[src/sv/bbe_pkg.sv]
`timescale 1ns / 1ps
// ----------------------------------------------------------------------------
// bbe_pkg
// Shared constants, types and coefficient tables of the band-pass envelope
// core.
// ----------------------------------------------------------------------------
package bbe_pkg;

  localparam int SECTIONS         = 4;
  localparam int TAPS             = 3 * SECTIONS + 3;
  localparam int ADDR_W           = $clog2(TAPS);
  localparam int SEC_W            = (SECTIONS > 1) ? $clog2(SECTIONS) : 1;
  localparam int COEF_FRAC_BITS   = 12;
  localparam int DESIGN_FRAC_BITS = 12;
  localparam int COEF_W           = 14 + ((COEF_FRAC_BITS > DESIGN_FRAC_BITS) ?
                                          (COEF_FRAC_BITS - DESIGN_FRAC_BITS) : 0);
  localparam int DATA_W           = 32;
  localparam int PROD_W           = DATA_W + COEF_W;
  localparam int SAMPLE_W         = 12;
  localparam int SHIFT_W          = 4;
  localparam int OUT_W            = 25;
  localparam int CFG_IDX_W        = 2;
  localparam int CFG_DATA_W       = 12;

  localparam logic [CFG_IDX_W-1:0] REG_ADC_MIDPOINT = 2'd0;
  localparam logic [CFG_IDX_W-1:0] REG_OUT_SHIFT    = 2'd1;
  localparam logic [CFG_IDX_W-1:0] REG_EMA_SHIFT    = 2'd2;

  localparam logic [SAMPLE_W-1:0] RESET_MIDPOINT  = 12'd2048;
  localparam logic [SHIFT_W-1:0]  RESET_OUT_SHIFT = 4'd7;
  localparam logic [SHIFT_W-1:0]  RESET_EMA_SHIFT = 4'd4;

  localparam logic [1:0] TERM_B2 = 2'd0;
  localparam logic [1:0] TERM_A2 = 2'd1;
  localparam logic [1:0] TERM_B1 = 2'd2;
  localparam logic [1:0] TERM_A1 = 2'd3;

  localparam int TAB_B2 [4] = '{4096, 4096, 4096, 4096};
  localparam int TAB_B1 [4] = '{-8110, -8171, -682, -5235};
  localparam int TAB_A2 [4] = '{3987, 3572, 3192, 3769};
  localparam int TAB_A1 [4] = '{-7928, -7404, -6426, -6265};

  typedef struct packed {
    logic             valid;
    logic             hit;
    logic [1:0]       term;
    logic [SEC_W-1:0] sec;
  } mac_op_t;

  typedef struct packed {
    logic              sec_done;
    logic [SEC_W-1:0]  sec;
    logic [DATA_W-1:0] acc;
  } mac_res_t;

  typedef struct packed {
    logic load;
    logic mag_en;
    logic out_en;
  } seq_stat_t;

  function automatic logic [ADDR_W-1:0] tap_offset(input logic [1:0] term);
    logic [ADDR_W-1:0] off;
    case (term)
      TERM_B2: off = ADDR_W'(2);
      TERM_A2: off = ADDR_W'(5);
      TERM_B1: off = ADDR_W'(1);
      default: off = ADDR_W'(4);
    endcase
    return off;
  endfunction

  function automatic logic signed [COEF_W-1:0] coef_value(input logic [SEC_W-1:0] sec,
                                                          input logic [1:0] term);
    int idx;
    int c;
    int dn;
    idx = int'(sec) & 3;
    case (term)
      TERM_B2: c = TAB_B2[idx];
      TERM_A2: c = TAB_A2[idx];
      TERM_B1: c = TAB_B1[idx];
      default: c = TAB_A1[idx];
    endcase
    if (COEF_FRAC_BITS >= DESIGN_FRAC_BITS) begin
      c = c <<< (COEF_FRAC_BITS - DESIGN_FRAC_BITS);
    end else begin
      dn = DESIGN_FRAC_BITS - COEF_FRAC_BITS;
      c = (c + (1 <<< (dn - 1))) >>> dn;
    end
    return COEF_W'(c);
  endfunction

endpackage

[src/sv/bbe_sample_if.sv]
`timescale 1ns / 1ps
// ----------------------------------------------------------------------------
// bbe_sample_if
// Input channel carrying one raw ADC sample per item.
// ----------------------------------------------------------------------------
interface bbe_sample_if import bbe_pkg::*; ();
  logic                valid;
  logic                ready;
  logic [SAMPLE_W-1:0] sample;

  modport source(output valid, output sample, input ready);
  modport sink(input valid, input sample, output ready);
endinterface

[src/sv/bbe_result_if.sv]
`timescale 1ns / 1ps
// ----------------------------------------------------------------------------
// bbe_result_if
// Output channel carrying the band magnitude and envelope of one item.
// ----------------------------------------------------------------------------
interface bbe_result_if import bbe_pkg::*; ();
  logic             valid;
  logic             ready;
  logic [OUT_W-1:0] band_magnitude;
  logic [OUT_W-1:0] envelope;

  modport source(output valid, output band_magnitude, output envelope, input ready);
  modport sink(input valid, input band_magnitude, input envelope, output ready);
endinterface

[src/sv/bbe_cfg_if.sv]
`timescale 1ns / 1ps
// ----------------------------------------------------------------------------
// bbe_cfg_if
// Register write channel: register index and write data.
// ----------------------------------------------------------------------------
interface bbe_cfg_if import bbe_pkg::*; ();
  logic                  valid;
  logic                  ready;
  logic [CFG_IDX_W-1:0]  index;
  logic [CFG_DATA_W-1:0] data;

  modport source(output valid, output index, output data, input ready);
  modport sink(input valid, input index, input data, output ready);
endinterface

[src/sv/bbe_ram.sv]
`timescale 1ns / 1ps
// ----------------------------------------------------------------------------
// bbe_ram
// Generic RAM with one write port and one registered read port.
// ----------------------------------------------------------------------------
module bbe_ram #(
  parameter int WIDTH = 32,
  parameter int DEPTH = 16,
  localparam int AW = (DEPTH > 1) ? $clog2(DEPTH) : 1
) (
  input  logic             clk,
  input  logic             we,
  input  logic [AW-1:0]    waddr,
  input  logic [WIDTH-1:0] wdata,
  input  logic [AW-1:0]    raddr,
  output logic [WIDTH-1:0] rdata
);

  logic [WIDTH-1:0] mem [DEPTH];

  always_ff @(posedge clk) begin
    if (we) begin
      mem[waddr] <= wdata;
    end
    rdata <= mem[raddr];
  end

endmodule

[src/sv/bbe_mac.sv]
`timescale 1ns / 1ps
// ----------------------------------------------------------------------------
// bbe_mac
// Shared multiply-accumulate unit: one registered product per cycle and a
// 32-bit wrapping accumulator that flags the end of each section.
// ----------------------------------------------------------------------------
module bbe_mac import bbe_pkg::*; (
  input  logic              clk,
  input  logic              rst,
  input  logic              load,
  input  logic [DATA_W-1:0] x,
  input  mac_op_t           op,
  input  logic [DATA_W-1:0] tap,
  output mac_res_t          res
);

  logic signed [PROD_W-1:0] prod;
  logic                     p_valid;
  logic [1:0]               p_term;
  logic [SEC_W-1:0]         p_sec;
  logic [DATA_W-1:0]        acc;
  logic                     done;
  logic [SEC_W-1:0]         done_sec;
  logic signed [DATA_W-1:0] tap_eff;
  logic signed [COEF_W-1:0] coef;
  logic [DATA_W-1:0]        term_val;
  logic                     p_sub;

  // Entries never written since reset read as zero.
  assign tap_eff  = op.hit ? $signed(tap) : '0;
  assign coef     = coef_value(op.sec, op.term);
  assign term_val = prod[COEF_FRAC_BITS +: DATA_W];
  assign p_sub    = (p_term == TERM_A2) || (p_term == TERM_A1);

  always_ff @(posedge clk) begin
    prod   <= PROD_W'(tap_eff) * PROD_W'(coef);
    p_term <= op.term;
    p_sec  <= op.sec;
    if (load) begin
      acc <= x;
    end else if (p_valid) begin
      acc <= p_sub ? (acc - term_val) : (acc + term_val);
    end
    done_sec <= p_sec;
  end

  always_ff @(posedge clk) begin
    if (rst) begin
      p_valid <= 1'b0;
      done    <= 1'b0;
    end else begin
      p_valid <= op.valid;
      done    <= p_valid && (p_term == TERM_A1);
    end
  end

  assign res.sec_done = done;
  assign res.sec      = done_sec;
  assign res.acc      = acc;

endmodule

[src/sv/bbe_seq.sv]
`timescale 1ns / 1ps
// ----------------------------------------------------------------------------
// bbe_seq
// Sequencer and delay store: circular addressing of the tap RAM, fill bits,
// read issue for each product term and write-back of section outputs.
// ----------------------------------------------------------------------------
module bbe_seq import bbe_pkg::*; (
  input  logic              clk,
  input  logic              rst,
  input  logic              in_valid,
  output logic              in_ready,
  input  logic [DATA_W-1:0] x,
  input  logic              out_free,
  input  mac_res_t          mac_res,
  output mac_op_t           op,
  output logic [DATA_W-1:0] tap,
  output seq_stat_t         stat
);

  localparam logic [2:0] ST_IDLE  = 3'd0;
  localparam logic [2:0] ST_RUN   = 3'd1;
  localparam logic [2:0] ST_DRAIN = 3'd2;
  localparam logic [2:0] ST_MAG   = 3'd3;
  localparam logic [2:0] ST_OUT   = 3'd4;

  logic [2:0]        state, state_next;
  logic [ADDR_W-1:0] ptr, ptr_new;
  logic [1:0]        term;
  logic [SEC_W-1:0]  sec;
  logic [ADDR_W-1:0] base;
  logic [TAPS-1:0]   filled;
  logic              accept;
  logic              issue;
  logic              last_issue;
  logic              last_done;
  logic [ADDR_W-1:0] raddr;
  logic              we;
  logic [ADDR_W-1:0] waddr;
  logic [DATA_W-1:0] wdata;
  logic [ADDR_W-1:0] wb_logical;

  function automatic logic [ADDR_W-1:0] phys(input logic [ADDR_W-1:0] p,
                                             input logic [ADDR_W-1:0] logical);
    logic [ADDR_W:0] sum;
    sum = {1'b0, p} + {1'b0, logical};
    if (sum >= (ADDR_W+1)'(TAPS)) begin
      sum = sum - (ADDR_W+1)'(TAPS);
    end
    return sum[ADDR_W-1:0];
  endfunction

  assign in_ready   = (state == ST_IDLE);
  assign accept     = in_valid && in_ready;
  assign issue      = (state == ST_RUN);
  assign last_issue = issue && (term == TERM_A1) && (sec == SEC_W'(SECTIONS - 1));
  assign last_done  = mac_res.sec_done && (mac_res.sec == SEC_W'(SECTIONS - 1));

  // Moving the base pointer down by one shifts every tap up one place.
  assign ptr_new    = (ptr == '0) ? ADDR_W'(TAPS - 1) : (ptr - ADDR_W'(1));
  assign raddr      = phys(ptr, base + tap_offset(term));
  assign wb_logical = ADDR_W'((int'(mac_res.sec) + 1) * 3);

  always_comb begin
    we    = 1'b0;
    waddr = ptr_new;
    wdata = x;
    if (accept) begin
      we = 1'b1;
    end else if (mac_res.sec_done) begin
      we    = 1'b1;
      waddr = phys(ptr, wb_logical);
      wdata = mac_res.acc;
    end
  end

  always_comb begin
    state_next = state;
    unique case (state)
      ST_IDLE:  if (accept) state_next = ST_RUN;
      ST_RUN:   if (last_issue) state_next = ST_DRAIN;
      ST_DRAIN: if (last_done) state_next = ST_MAG;
      ST_MAG:   state_next = ST_OUT;
      ST_OUT:   if (out_free) state_next = ST_IDLE;
      default:  state_next = ST_IDLE;
    endcase
  end

  always_ff @(posedge clk) begin
    op.hit  <= filled[raddr];
    op.term <= term;
    op.sec  <= sec;
    if (rst) begin
      state    <= ST_IDLE;
      ptr      <= '0;
      term     <= TERM_B2;
      sec      <= '0;
      base     <= '0;
      filled   <= '0;
      op.valid <= 1'b0;
    end else begin
      state    <= state_next;
      op.valid <= issue;
      if (accept) begin
        ptr  <= ptr_new;
        term <= TERM_B2;
        sec  <= '0;
        base <= '0;
      end else if (issue) begin
        term <= term + 2'd1;
        if (term == TERM_A1) begin
          sec  <= sec + SEC_W'(1);
          base <= base + ADDR_W'(3);
        end
      end
      if (we) begin
        filled[waddr] <= 1'b1;
      end
    end
  end

  bbe_ram #(
    .WIDTH(DATA_W),
    .DEPTH(TAPS)
  ) u_taps (
    .clk  (clk),
    .we   (we),
    .waddr(waddr),
    .wdata(wdata),
    .raddr(raddr),
    .rdata(tap)
  );

  assign stat.load   = accept;
  assign stat.mag_en = (state == ST_MAG);
  assign stat.out_en = (state == ST_OUT) && out_free;

endmodule

[src/sv/biquad_bandpass_envelope_core.sv]
`timescale 1ns / 1ps
// ----------------------------------------------------------------------------
// biquad_bandpass_envelope_core
// Biquad band-pass cascade on centered ADC samples, followed by magnitude
// and an exponential moving average envelope.
// ----------------------------------------------------------------------------
// Each item runs from acceptance through the multiply and accumulate pipeline
// and the magnitude and envelope steps to the result register, and a new item
// is accepted on the cycle after the previous one has reached the output
// register, so items do not overlap in the cascade. The item rate is set by the
// single shared multiplier and the one read port of the tap RAM, which deliver
// one product term per cycle, plus the multiply and accumulate pipeline and the
// magnitude and envelope steps. The result register holds a finished item while
// the next one is processed. The tap store starts out as all zero after reset
// without a clearing pass.
module biquad_bandpass_envelope_core import bbe_pkg::*; (
  input logic         clk,
  input logic         rst,
  bbe_cfg_if.sink     cfg,
  bbe_sample_if.sink  samples,
  bbe_result_if.source results
);

  localparam logic [DATA_W-1:0] OUT_MAX = DATA_W'((64'd1 << OUT_W) - 64'd1);

  logic [SAMPLE_W-1:0] adc_midpoint;
  logic [SHIFT_W-1:0]  out_shift;
  logic [SHIFT_W-1:0]  ema_shift;
  logic [DATA_W-1:0]   ema;
  logic [DATA_W-1:0]   band;
  logic                out_valid;
  logic [OUT_W-1:0]    band_out;
  logic [OUT_W-1:0]    env_out;

  logic signed [SAMPLE_W:0] centered;
  logic [DATA_W-1:0]        x;
  logic [DATA_W-1:0]        mag;
  logic [DATA_W-1:0]        ema_next;
  logic [DATA_W-1:0]        env_full;
  logic                     out_free;
  mac_op_t                  op;
  mac_res_t                 mac_res;
  seq_stat_t                stat;
  logic [DATA_W-1:0]        tap;

  function automatic logic [OUT_W-1:0] sat(input logic [DATA_W-1:0] v);
    return (v > OUT_MAX) ? OUT_MAX[OUT_W-1:0] : v[OUT_W-1:0];
  endfunction

  assign cfg.ready = 1'b1;

  always_ff @(posedge clk) begin
    if (rst) begin
      adc_midpoint <= RESET_MIDPOINT;
      out_shift    <= RESET_OUT_SHIFT;
      ema_shift    <= RESET_EMA_SHIFT;
    end else if (cfg.valid) begin
      unique case (cfg.index)
        REG_ADC_MIDPOINT: adc_midpoint <= cfg.data[SAMPLE_W-1:0];
        REG_OUT_SHIFT:    out_shift    <= cfg.data[SHIFT_W-1:0];
        REG_EMA_SHIFT:    ema_shift    <= cfg.data[SHIFT_W-1:0];
        default:          ;
      endcase
    end
  end

  // The input scaling by 2^7/64 is exact and reduces to a doubling.
  assign centered = $signed({1'b0, samples.sample}) - $signed({1'b0, adc_midpoint});
  assign x        = DATA_W'($signed({centered, 1'b0}));

  assign out_free = !out_valid || results.ready;

  bbe_seq u_seq (
    .clk     (clk),
    .rst     (rst),
    .in_valid(samples.valid),
    .in_ready(samples.ready),
    .x       (x),
    .out_free(out_free),
    .mac_res (mac_res),
    .op      (op),
    .tap     (tap),
    .stat    (stat)
  );

  bbe_mac u_mac (
    .clk (clk),
    .rst (rst),
    .load(stat.load),
    .x   (x),
    .op  (op),
    .tap (tap),
    .res (mac_res)
  );

  assign mag      = mac_res.acc[DATA_W-1] ? (DATA_W'(0) - mac_res.acc) : mac_res.acc;
  assign ema_next = ema - (ema >> ema_shift) + band;
  assign env_full = ema_next >> ema_shift;

  always_ff @(posedge clk) begin
    if (stat.mag_en) begin
      band <= mag >> out_shift;
    end
    if (stat.out_en) begin
      band_out <= sat(band);
      env_out  <= sat(env_full);
    end
  end

  always_ff @(posedge clk) begin
    if (rst) begin
      ema       <= '0;
      out_valid <= 1'b0;
    end else begin
      if (stat.out_en) begin
        ema       <= ema_next;
        out_valid <= 1'b1;
      end else if (results.ready) begin
        out_valid <= 1'b0;
      end
    end
  end

  assign results.valid          = out_valid;
  assign results.band_magnitude = band_out;
  assign results.envelope       = env_out;

endmodule
[src/flat_wrapper.sv]
// flat-port wrapper written by rule: the top's interface ports become plain ports
module biquad_bandpass_envelope_core_flat import bbe_pkg::*;
  (clk, rst, cfg_valid, cfg_index, cfg_data, cfg_ready, samples_valid, samples_sample, samples_ready, results_valid, results_band_magnitude, results_envelope, results_ready);
  bbe_cfg_if cfg_i ();
  bbe_sample_if samples_i ();
  bbe_result_if results_i ();
  input logic clk;
  input logic rst;
  input wire logic [$bits(cfg_i.valid)-1:0] cfg_valid;
  input wire logic [$bits(cfg_i.index)-1:0] cfg_index;
  input wire logic [$bits(cfg_i.data)-1:0] cfg_data;
  output wire logic [$bits(cfg_i.ready)-1:0] cfg_ready;
  input wire logic [$bits(samples_i.valid)-1:0] samples_valid;
  input wire logic [$bits(samples_i.sample)-1:0] samples_sample;
  output wire logic [$bits(samples_i.ready)-1:0] samples_ready;
  output wire logic [$bits(results_i.valid)-1:0] results_valid;
  output wire logic [$bits(results_i.band_magnitude)-1:0] results_band_magnitude;
  output wire logic [$bits(results_i.envelope)-1:0] results_envelope;
  input wire logic [$bits(results_i.ready)-1:0] results_ready;
  assign cfg_i.valid = cfg_valid;
  assign cfg_i.index = cfg_index;
  assign cfg_i.data = cfg_data;
  assign cfg_ready = cfg_i.ready;
  assign samples_i.valid = samples_valid;
  assign samples_i.sample = samples_sample;
  assign samples_ready = samples_i.ready;
  assign results_valid = results_i.valid;
  assign results_band_magnitude = results_i.band_magnitude;
  assign results_envelope = results_i.envelope;
  assign results_i.ready = results_ready;
  biquad_bandpass_envelope_core u_core (.clk(clk), .rst(rst), .cfg(cfg_i), .samples(samples_i), .results(results_i));
endmodule
[config.mk]
export PLATFORM = sky130hd
export DESIGN_NAME = biquad_bandpass_envelope_core_flat
export DESIGN_NICKNAME = d
export VERILOG_FILES = /design/src/sv/bbe_pkg.sv /design/src/sv/bbe_sample_if.sv /design/src/sv/bbe_result_if.sv /design/src/sv/bbe_cfg_if.sv /design/src/sv/bbe_ram.sv /design/src/sv/bbe_mac.sv /design/src/sv/bbe_seq.sv /design/src/sv/biquad_bandpass_envelope_core.sv /design/src/flat_wrapper.sv
export SDC_FILE = /design/constraint.sdc
export NUM_CORES = 2
export LEC_CHECK = 0
export BUFFER_PORTS_ARGS = -buffer_cell sky130_fd_sc_hd__buf_2
export CORE_MARGIN = 2
export CORE_UTILIZATION = 50
export CTS_CLUSTER_DIAMETER = 80
export CTS_CLUSTER_SIZE = 25
export DETAILED_ROUTE_END_ITERATION = 8
export GPL_TIMING_DRIVEN = 0
export PLACE_DENSITY_LB_ADDON = 0.25
export SLEW_MARGIN = 30
export SYNTH_ARGS = -nofsm -noshare
export SYNTH_HDL_FRONTEND = slang
export SYNTH_HIERARCHICAL = 1
export SYNTH_SLANG_ARGS = --single-unit
[constraint.sdc]
create_clock -name clk -period 7.2 [get_ports clk]
set_input_delay 0.72 -clock clk [delete_from_list [all_inputs] [get_ports clk]]
set_output_delay 0.72 -clock clk [all_outputs]
set_load 0.01 [all_outputs]
==> metrics.txt <==
routed wire length per instance 23.81 um; Initial Utilization 50.46%; fmax 140.6 MHz; Worst EP required 7.75 ns; root buffer cell clkbuf_16; CTS tree yes; Cells after Synth 5105; GRT Total Usage 28.70%; Hold Vio Cnt, Final 0; Setup TNS 0 ns; count leader, synth inv_1; Synth cell types 114; Critical Path End Type register; WP buf/inv 9; HP Class register to register; Crit path top cell by count fa_1; Port Buf Inserts 82; register area share after synthesis 38.93%; part of the cycle the worst path needs 98.78%; Slew Viols, Final 0; Synth Flop Type edfxtp_1; HPWL Detailed 127900 um; slowest CP cell fa_1; GRT overflow 0; Detailed Route Iter0 Violations 3838; kind of critical path register to register; IO Pins 84; number of global-route vias before repair 39.10k; Max stage delay on crit path 0.55 ns; M1 GR Usage 39.22%; full die area 110800 um^2; worst vdd ir 182.5 uV; EDFF count, synth 594; largest net degree at the start of global routing 33; PD cells 258.7 nW/um^2; number of cells after detailed placement 6635; mean cell area of the mapped netlist 10.60 um^2; Initial DRT Pass Iterations 8; Tmin final 7.112 ns; Die Width 332.9 um; share of cells above drive strength 1 13.77%; vias per cell 5.872; worst-margin pin slew 1.097 ns; first-pass GRT wire length 241400 um; non-filler cells, final 6756; synth warn 6; DIE HEIGHT 332.9 um; Final Skew 0.02764 ns; share of the synthesized area in the top cell type 32.98%; core area 107200 um^2; Async SR Flop Fraction 0%; unrepaired setup endpoints after global routing yes; Longest Clk Path Bufs 3; final setup vio count 0; initial antenna violation count 8; synth top area cells edfxtp_1, fa_1, dfxtp_1, mux4_2, ha_1; crit path launch type register; synth cell count leaders inv_1, nand2_1, edfxtp_1; Vias 39.67k; # rows 120; cell leakage power 23.87 nW; Syn-to-layout area delta 11.07%; CTS clk-pin slew, worst paths 0.09 ns; DRC errors left 0; outcome finished, final reports clean; cell taking the most area after synthesis edfxtp_1; critical path fanouts, max 10; synthesized area 54090 um^2; Layout Nets 5994; Worst EP arrival 7.66 ns; antenna viol nets, final 0; H-Tree Depth 2; GR met2 Demand/Resource 47.08%; Slew HR 26.32%; Clock Sinks 755; worst-skew pair later-pin latency 0.63 ns; Finished Core Util 56.04%; Most Crowded Layer GR met2; cell family with most CP delay adder cells; met3 global-route usage 3.865%; Total Wirelength 160800 um; Total Power 15.54 mW; register bit total from synthesis 755; max cap viols 0; routability cong. 0.9912; total CTS buffers 40
[final cells by class]
type | instances | area [um^2]
clock buffers | 52 | 1089
repair buffers | 194 | 1719
inverters | 637 | 2401
well taps | 1403 | 1755
diodes | 2 | 5.005
clock inverters | 13 | 216.5
multi-input cells | 3449 | 30380
plain buffers | 251 | 1433
flip-flops and latches | 755 | 21080
fillers | 9307 | 47130
[logic make-up (layout without fill, tap and decap cells)]
group                    Yosys count  after routing  synth area share [%]
AND/OR/NAND/NOR                 1486           1486                 12.05
buffers and inverters            902           1147                 6.585
AO/OA/AOI/OAI                    844            844                 10.33
flip-flops                       755            755                 38.93
adder cells (fa/ha/maj)          635            635                 20.71
multiplexers                     304            304                 8.515
XOR/XNOR                         177            177                 2.866
other                              2              5               0.01388
[per-stage QoR]
stage,hold slack [ns],area (um^2),setup slack (ns)
after CTS,0.3137,59230,-0.09715
after global routing,0.3168,60070,-0.1118
after detailed placement,0.3138,57150,-2.192
final,0.3333,60080,0.08776
after floorplan,0.3096,54100,0.07020
after global placement,0.3105,56260,-2.085
[sequential cells by signal (all words and copies together), names as in the netlist, 6 cells and up]
signal and cells:
u_core/ema 32, u_core/u_seq/u_taps/rdata 32, u_core/u_seq/filled 15, u_core/results.envelope 25
u_core/u_mac/acc 32, u_core/band 32, u_core/u_seq/u_taps/mem 480, u_core/adc_midpoint 12
u_core/u_mac/prod 32, u_core/u_seq/op 6, u_core/results.band_magnitude 25
[final timing paths]
kind / from / end / slack [ns] / cells past startpoint
worst min register to register: u_core/u_mac/p_sec[1]$_DFF_P_ / u_core/u_mac/done_sec[1]$_DFF_P_ / 0.33 / 0
worst max register to register: u_core/u_seq/op[3]$_DFF_P_ / u_core/u_mac/prod[39]$_DFF_P_ / 0.09 / 28
worst min-delay path: u_core/u_mac/p_sec[1]$_DFF_P_ / u_core/u_mac/done_sec[1]$_DFF_P_ / 0.33 / 0
worst max-delay path: u_core/u_seq/op[3]$_DFF_P_ / u_core/u_mac/prod[39]$_DFF_P_ / 0.09 / 28
[per-layer routing]
| metal | share of wire (%) | wire, um |
|---|---|---|
| met4 | 4.3 | 6969 |
| met3 | 7.4 | 11910 |
| met2 | 47 | 75640 |
| met5 | 0.023 | 37 |
| met1 | 41 | 66280 |
[report_power, final]
part / switching, mW / internal, mW / total [mW] / leakage (nW)
Combinational: 4.39 / 2.76 / 7.15 / 16.6
Clock: 1.47 / 1.16 / 2.63 / 0.626
Sequential: 0.493 / 5.27 / 5.76 / 6.61
[worst register-to-register path, delay by kind of cell (launching register included)]
| kind | cells | cell delay (ns) |
|---|---|---|
| fa+ha+maj | 7 | 3.28 |
| buf+inv | 9 | 1.16 |
| xor+xnor | 1 | 0.14 |
| compound gates | 6 | 1.26 |
| simple gates | 5 | 0.79 |
| flops | 1 | 0.41 |
[what timing repair did]
item,CTS,global route
gates resized for setup,174,166
hold buffers,0,0
setup buffers,25,42
gates cloned,1,1
endpoints found under the hold margin,0,0
pin swaps,12,109
setup endpoints to repair,57,38
[cells in the final DEF (no fill, tap or decap), types with 44 or more instances in the layout]
master    Yosys  layout
o21ai_0     142     135
a22oi_1      47      47
clkbuf_1    184     130
nor2_1      499     476
xor2_1       59      57
mux2i_1     153     153
ha_1        201     179
buf_4        15     101
and2_1       65      63
edfxtp_1    594     594
inv_1       630     613
a21o_1       52      46
xnor2_1     118     116
o211ai_1     44      44
dfxtp_1     161     156
fa_1        434     422
nand3_1      61      61
nand2_1     621     606
mux4_2      122     122
a21oi_1     251     235
buf_2        32     116
No activity file was read; power rests on OpenSTA's default activity.
